<file path="src/sv/lsip_pkg.sv">
// ----------------------------------------------------------------------------
// lsip_pkg
// Shared constants and types for the LIFO stack with indexed peek.
// ----------------------------------------------------------------------------
package lsip_pkg;

    // Field widths
    localparam int unsigned DATA_W   = 32;
    localparam int unsigned OPCODE_W = 2;
    localparam int unsigned INDEX_W  = 7;
    localparam int unsigned STATUS_W = 3;

    // Default stack depth, range 2 to 64
    localparam int unsigned STACK_DEPTH_DEF = 64;

    // Operation codes
    localparam logic [OPCODE_W-1:0] OP_DISPLAY = 2'd0;
    localparam logic [OPCODE_W-1:0] OP_PUSH    = 2'd1;
    localparam logic [OPCODE_W-1:0] OP_POP     = 2'd2;
    localparam logic [OPCODE_W-1:0] OP_PEEK    = 2'd3;

    // Result status codes
    localparam logic [STATUS_W-1:0] ST_OK          = 3'd0;
    localparam logic [STATUS_W-1:0] ST_EMPTY       = 3'd1;
    localparam logic [STATUS_W-1:0] ST_UNDERFLOW   = 3'd2;
    localparam logic [STATUS_W-1:0] ST_WRONG_INDEX = 3'd3;
    localparam logic [STATUS_W-1:0] ST_OVERFLOW    = 3'd4;

    // One result item
    typedef struct packed {
        logic signed [DATA_W-1:0] value;
        logic [STATUS_W-1:0]      status;
        logic                     last;
    } result_t;

endpackage

</file>
<file path="src/sv/lsip_ram.sv">
// ----------------------------------------------------------------------------
// lsip_ram
// Generic single-port-write, single-port-read RAM with registered read data.
// Read data holds while no read is enabled.
// ----------------------------------------------------------------------------
module lsip_ram #(
    parameter int unsigned WIDTH = 32,
    parameter int unsigned DEPTH = 64
) (
    input  logic                     aclk,
    input  logic                     wr_en,
    input  logic [$clog2(DEPTH)-1:0] wr_addr,
    input  logic [WIDTH-1:0]         wr_data,
    input  logic                     rd_en,
    input  logic [$clog2(DEPTH)-1:0] rd_addr,
    output logic [WIDTH-1:0]         rd_data
);

    logic [WIDTH-1:0] mem_reg [DEPTH];
    logic [WIDTH-1:0] rd_data_reg;

    // Write port
    always_ff @(posedge aclk) begin
        if (wr_en) begin
            mem_reg[wr_addr] <= wr_data;
        end
    end

    // Registered read port
    always_ff @(posedge aclk) begin
        if (rd_en) begin
            rd_data_reg <= mem_reg[rd_addr];
        end
    end

    assign rd_data = rd_data_reg;

endmodule

</file>
<file path="src/sv/lsip_ctrl.sv">
// ----------------------------------------------------------------------------
// lsip_ctrl
// Stack controller: keeps the entry count, drives the stack memory and
// sequences peek and display reads into the registered result stage.
// ----------------------------------------------------------------------------
module lsip_ctrl #(
    parameter int unsigned STACK_DEPTH = lsip_pkg::STACK_DEPTH_DEF
) (
    input  logic                                 aclk,
    input  logic                                 aresetn,
    // Input item
    input  logic                                 s_tvalid,
    output logic                                 s_tready,
    input  logic [lsip_pkg::OPCODE_W-1:0]        opcode,
    input  logic signed [lsip_pkg::DATA_W-1:0]   push_value,
    input  logic [lsip_pkg::INDEX_W-1:0]         peek_index,
    // Result item
    output logic                                 m_tvalid,
    input  logic                                 m_tready,
    output lsip_pkg::result_t                    result,
    // Stack memory
    output logic                                 wr_en,
    output logic [$clog2(STACK_DEPTH)-1:0]       wr_addr,
    output logic [lsip_pkg::DATA_W-1:0]          wr_data,
    output logic                                 rd_en,
    output logic [$clog2(STACK_DEPTH)-1:0]       rd_addr,
    input  logic [lsip_pkg::DATA_W-1:0]          rd_data
);

    import lsip_pkg::*;

    localparam int unsigned AW = $clog2(STACK_DEPTH);
    localparam int unsigned CW = $clog2(STACK_DEPTH + 1);

    localparam logic S_IDLE = 1'b0;
    localparam logic S_EMIT = 1'b1;

    logic                 state_reg, state_next;
    logic [CW-1:0]        count_reg, count_next;
    logic [AW-1:0]        pos_reg, pos_next;
    logic                 peek_reg, peek_next;
    logic                 out_valid_reg, out_valid_next;
    result_t              out_reg, out_next;

    logic                 out_free;
    logic                 accept;
    logic [INDEX_W-1:0]   count_ext;
    logic                 emit_last;

    assign out_free  = !out_valid_reg || m_tready;
    assign s_tready  = (state_reg == S_IDLE) && out_free;
    assign accept    = s_tvalid && s_tready;
    assign count_ext = INDEX_W'(count_reg);
    assign emit_last = peek_reg || (pos_reg == '0);

    // Decode operations and sequence memory reads
    always_comb begin
        state_next     = state_reg;
        count_next     = count_reg;
        pos_next       = pos_reg;
        peek_next      = peek_reg;
        out_valid_next = out_valid_reg && !m_tready;
        out_next       = out_reg;
        wr_en          = 1'b0;
        wr_addr        = AW'(count_reg);
        wr_data        = push_value;
        rd_en          = 1'b0;
        rd_addr        = pos_reg;

        unique case (state_reg)
            S_IDLE: begin
                if (accept) begin
                    out_valid_next = 1'b1;
                    out_next.value = '0;
                    out_next.last  = 1'b1;
                    unique case (opcode)
                        OP_PUSH: begin
                            if (count_reg == CW'(STACK_DEPTH)) begin
                                out_next.status = ST_OVERFLOW;
                            end else begin
                                wr_en           = 1'b1;
                                count_next      = count_reg + 1'b1;
                                out_next.status = ST_OK;
                            end
                        end
                        OP_POP: begin
                            if (count_reg == '0) begin
                                out_next.status = ST_UNDERFLOW;
                            end else begin
                                count_next      = count_reg - 1'b1;
                                out_next.status = ST_OK;
                            end
                        end
                        OP_PEEK: begin
                            if (count_reg == '0) begin
                                out_next.status = ST_EMPTY;
                            end else if (peek_index == '0 || peek_index > count_ext) begin
                                out_next.status = ST_WRONG_INDEX;
                            end else begin
                                // Read the entry; S_EMIT then loads the read data into the result register
                                out_valid_next = 1'b0;
                                rd_en          = 1'b1;
                                rd_addr        = AW'(count_ext - peek_index);
                                peek_next      = 1'b1;
                                state_next     = S_EMIT;
                            end
                        end
                        OP_DISPLAY: begin
                            if (count_reg == '0) begin
                                out_next.status = ST_EMPTY;
                            end else begin
                                // Start at the top entry
                                out_valid_next = 1'b0;
                                rd_en          = 1'b1;
                                rd_addr        = AW'(count_reg - 1'b1);
                                pos_next       = AW'(count_reg - 1'b1);
                                peek_next      = 1'b0;
                                state_next     = S_EMIT;
                            end
                        end
                    endcase
                end
            end
            S_EMIT: begin
                // Move read data out, fetch the next entry down
                if (out_free) begin
                    out_valid_next  = 1'b1;
                    out_next.value  = rd_data;
                    out_next.status = ST_OK;
                    out_next.last   = emit_last;
                    if (emit_last) begin
                        state_next = S_IDLE;
                    end else begin
                        pos_next = pos_reg - 1'b1;
                        rd_en    = 1'b1;
                        rd_addr  = pos_reg - 1'b1;
                    end
                end
            end
        endcase
    end

    // Control registers
    always_ff @(posedge aclk) begin
        if (!aresetn) begin
            state_reg     <= S_IDLE;
            count_reg     <= '0;
            out_valid_reg <= 1'b0;
        end else begin
            state_reg     <= state_next;
            count_reg     <= count_next;
            out_valid_reg <= out_valid_next;
        end
    end

    // Payload registers
    always_ff @(posedge aclk) begin
        pos_reg  <= pos_next;
        peek_reg <= peek_next;
        out_reg  <= out_next;
    end

    assign m_tvalid = out_valid_reg;
    assign result   = out_reg;

endmodule

</file>
<file path="src/sv/lifo_stack_indexed_peek_top.sv">
// ----------------------------------------------------------------------------
// lifo_stack_indexed_peek_top
// Bounded LIFO stack of signed 32-bit words with push, pop, indexed peek and
// a full top-to-bottom display, on streaming input and result channels.
// ----------------------------------------------------------------------------
// The stack lives in one memory with a registered read. Push, pop, empty
// or out-of-range peek and display of an empty stack give one result item.
// A peek in range first reads the memory, then loads the read data into the
// result register. Display starts with one read, then gives one result item
// per cycle from the single read port while m_tready does not hold it back,
// top first, with m_tlast on the bottom entry. A result register sits on the
// output. When no peek or display read sequence is running, a new item is
// taken in the same cycle as the waiting result leaves. A result held back by
// m_tready holds off the input. Status in m_tuser: 0 ok, 1 empty, 2 underflow,
// 3 wrong index, 4 overflow; value is zero unless an entry is read.
// ----------------------------------------------------------------------------
module lifo_stack_indexed_peek_top #(
    parameter int unsigned STACK_DEPTH = lsip_pkg::STACK_DEPTH_DEF
) (
    input  logic        aclk,
    input  logic        aresetn,
    // Input channel
    input  logic        s_tvalid,
    output logic        s_tready,
    input  logic [39:0] s_tdata,   // [31:0] push_value, [38:32] peek_index, [39] zero
    input  logic [1:0]  s_tuser,   // [1:0] opcode
    // Result channel
    output logic        m_tvalid,
    input  logic        m_tready,
    output logic [31:0] m_tdata,   // [31:0] value
    output logic [2:0]  m_tuser,   // [2:0] status
    output logic        m_tlast
);

    import lsip_pkg::*;

    localparam int unsigned AW = $clog2(STACK_DEPTH);

    logic                 wr_en;
    logic [AW-1:0]        wr_addr;
    logic [DATA_W-1:0]    wr_data;
    logic                 rd_en;
    logic [AW-1:0]        rd_addr;
    logic [DATA_W-1:0]    rd_data;
    result_t              result;

    // Stack controller
    lsip_ctrl #(
        .STACK_DEPTH (STACK_DEPTH)
    ) u_ctrl (
        .aclk       (aclk),
        .aresetn    (aresetn),
        .s_tvalid   (s_tvalid),
        .s_tready   (s_tready),
        .opcode     (s_tuser[OPCODE_W-1:0]),
        .push_value (s_tdata[DATA_W-1:0]),
        .peek_index (s_tdata[DATA_W+INDEX_W-1:DATA_W]),
        .m_tvalid   (m_tvalid),
        .m_tready   (m_tready),
        .result     (result),
        .wr_en      (wr_en),
        .wr_addr    (wr_addr),
        .wr_data    (wr_data),
        .rd_en      (rd_en),
        .rd_addr    (rd_addr),
        .rd_data    (rd_data)
    );

    // Stack memory
    lsip_ram #(
        .WIDTH (DATA_W),
        .DEPTH (STACK_DEPTH)
    ) u_ram (
        .aclk    (aclk),
        .wr_en   (wr_en),
        .wr_addr (wr_addr),
        .wr_data (wr_data),
        .rd_en   (rd_en),
        .rd_addr (rd_addr),
        .rd_data (rd_data)
    );

    // Pack the result item
    assign m_tdata = result.value;
    assign m_tuser = result.status;
    assign m_tlast = result.last;

endmodule

</file>
<file path="config.mk">
export PLATFORM = sky130hd
export DESIGN_NAME = lifo_stack_indexed_peek_top
export DESIGN_NICKNAME = d
export VERILOG_FILES = /design/src/sv/lsip_pkg.sv /design/src/sv/lsip_ram.sv /design/src/sv/lsip_ctrl.sv /design/src/sv/lifo_stack_indexed_peek_top.sv
export SDC_FILE = /design/constraint.sdc
export NUM_CORES = 2
export LEC_CHECK = 0
export BUFFER_PORTS_ARGS = -buffer_cell sky130_fd_sc_hd__buf_2
export CELL_PAD_IN_SITES_DETAIL_PLACEMENT = 0
export CELL_PAD_IN_SITES_GLOBAL_PLACEMENT = 2
export CORE_UTILIZATION = 28
export CTS_CLUSTER_SIZE = 8
export DETAILED_ROUTE_END_ITERATION = 8
export GPL_ROUTABILITY_DRIVEN = 0
export PLACE_DENSITY = 0.57
export SYNTH_ARGS = -nofsm -noshare
export SYNTH_HDL_FRONTEND = slang
export SYNTH_HIERARCHICAL = 1
export SYNTH_SLANG_ARGS = --single-unit
</file>
<file path="constraint.sdc">
create_clock -name aclk -period 6 [get_ports aclk]
set_clock_uncertainty 0.05 [all_clocks]
set_input_delay 0.6 -clock aclk [delete_from_list [all_inputs] [get_ports aclk]]
set_output_delay 0.6 -clock aclk [all_outputs]
set_load 0.02 [all_outputs]
</file>
==> metrics <==
status=completed; via count=39200; worst-path cell chain=inv_1 -> ha_1 -> or3b_4 -> or4_1 -> a211oi_2 -> a221oi_2 -> o211ai_1 -> buf_12 -> buf_4 -> buf_12 -> mux4_2 -> mux4_2 -> o22ai_1 -> nor2_1; number of DRC markers in iteration 0=3561; most frequent cells in the layout=edfxtp_1, mux4_2, clkbuf_16; die width=544 µm; prevailing post-synth register cell=edfxtp_1; initial core utilization=0.282; Placement Cell Area=88700 µm²; Core Area=292000 µm²; Yosys reg bits=2132; average wire per cell in the routed design=28.6 µm; post-detailed-route count of antenna-violating nets=0; Netlist cell types=68; die height=544 µm; global-route wire length before repair=320000 µm; Tmin final=5300 ps; hpwl dp=127000 µm; clk sink count=2132; Post-synth EDFFs=2123; crit end category=flop; Critical-path top delay cell=or4_1; Largest register FFs=2048; initial antenna violation count=21; Hold WS=111 ps; Design Area, Final=96900 µm²; utilization after layout=0.332; num ports=84; Max Fclk=0.189 GHz; largest net degree at the start of global routing=75; Worst-path clk slew=60 ps; area grow syn2layout=17.7%; total power=35.6 mW; grt ovf=0; clock tree buffer depth=4; clk_lat worst skew=950 ps; final setup violation count=0; vias in the first global route=41300; IO Port Bufs=82; Num CTS Buffers=317; critical path peak fanout=26; RSZ-0062 raised after global routing=no; Final Hold Viols=0; 1st-pass router iterations=5; synth top area cells=edfxtp_1, mux4_2, mux2i_1; syn nets=3746; final wirelength=228000 µm; Post-Syn Area per Cell=22.4 µm²; placed insts=7620; setup ws final=698 ps; LEAKAGE=29.9 nW; CTS tree=built; root buffer cell=clkbuf_16; CTS HTree Levels=5; Slew @ Worst Pin=1270 ps; synthesized area=82300 µm²; Max transition margin=0.156; fill count=27600; final period utilization=0.884; synth warn=6; PD cells=367 nW/µm²; total track usage=0.154; Slew Viols, Final=0; area share of the largest cell type after synthesis=0.774; Mapped Cells=3679; Setup TNS=0 ps; fin cells=7963; area leader, netlist=edfxtp_1; CP arrival=5880 ps; critical path class=flop to flop; DR DRC count=0; ys async rst share=0; pre-CTS setup slack=567 ps; Worst VDD drop=317 µV; Max Cap Viol=0; Worst setup SP type=flop; commonest non-fill, non-tap cell in the layout=edfxtp_1; setup bufs post-CTS=0; layout cells sized above 1=0.305; HP Class=input pin to flop; Nets=4107; sequential area share after synthesis=0.776; Via density=4.92; CP required=6570 ps; Die Area=296000 µm²; Critical Path Max Stage Delay=700 ps; Rows=198
==> critical path, delay by kind of cell (launching register included) <==
family          cells  cell delay, ps
fa+ha+maj           1             220
compound gates      4            1130
buf+inv             4             850
flops               1             310
simple gates        3            1300
mux                 2            1060
==> logic make-up after synthesis <==
group	Yosys count	synth area share
compound gates	273	0.0218
xor+xnor	12	0.00128
fa+ha+maj	21	0.00328
buf+inv	257	0.0162
flops	2132	0.776
mux	641	0.161
simple gates	343	0.0203
==> synthesized netlist by cell type (4+ instances only) <==
master    instances
edfxtp_1       2123
mux4_2          544
nor2_1          154
mux2i_1          96
clkbuf_1         89
o22ai_1          84
a21oi_1          78
buf_4            63
buf_2            59
nand2_1          45
and2_1           38
o221ai_1         27
inv_1            24
ha_1             20
nor2b_1          19
o21ai_0          16
buf_1            14
nand3_1          13
nor3_1           13
a22oi_1          12
nand2b_1         11
a311oi_1          9
dfxtp_1           9
buf_6             8
xnor2_1           7
and3_1            6
nand3b_1          6
or3_1             6
o21ai_1           5
xor2_1            5
a31oi_1           4
a41o_1            4
nand4_1           4
nor4_1            4
o211ai_1          4
o32ai_1           4
==> report_power, final <==
group / switching [mW] / leakage [nW] / internal [mW] / total, mW
clock network: 5.86 / 4.04 / 9.45 / 15.3
logic: 2.18 / 6.71 / 1.56 / 3.74
registers: 0.0317 / 19.2 / 16.5 / 16.5
total: 8.08 / 29.9 / 27.5 / 35.6
==> per-layer routing <==
layer,routed length [µm],vias up,GRT usage,part of all wire
li1,-,16100,-,-
met1,99800,21600,0.209,0.44
met2,110000,1052,0.249,0.48
met3,12100,356,0.0312,0.053
met4,5560,22,0.0432,0.024
met5,153,-,0,0.00067
==> final timing paths <==
| kind | startpoint | end | slack, ps | cells past startpoint |
|---|---|---|---|---|
| min | s_tvalid | u_ctrl/m_tvalid | 110 | 3 |
| max reg2reg | u_ctrl/count_ext[1] | u_ram/rd_data[22] | 700 | 14 |
| min reg2reg | u_ram/rd_data[0] | u_ctrl/result[4] | 500 | 1 |
| max | u_ctrl/count_ext[1] | u_ram/rd_data[22] | 700 | 14 |
==> layout make-up <==
type                       instances  area (µm²)  share of cell area
multi-input combinational       1290       17600               0.182
inverter                          24        90.1            0.000930
tap                             3900        4880              0.0503
clock buffer                     334        8180              0.0844
timing repair buffer             275        2170              0.0224
clock inverter                     5        52.6            0.000542
sequential                      2132       63900               0.660
antenna                            3        7.51           0.0000775
==> timing repair <==
item,CTS,global route
hold buffers,1,0
resized for setup,0,0
hold endpoints to repair,9,0
No activity file was read; power rests on OpenSTA's default activity.
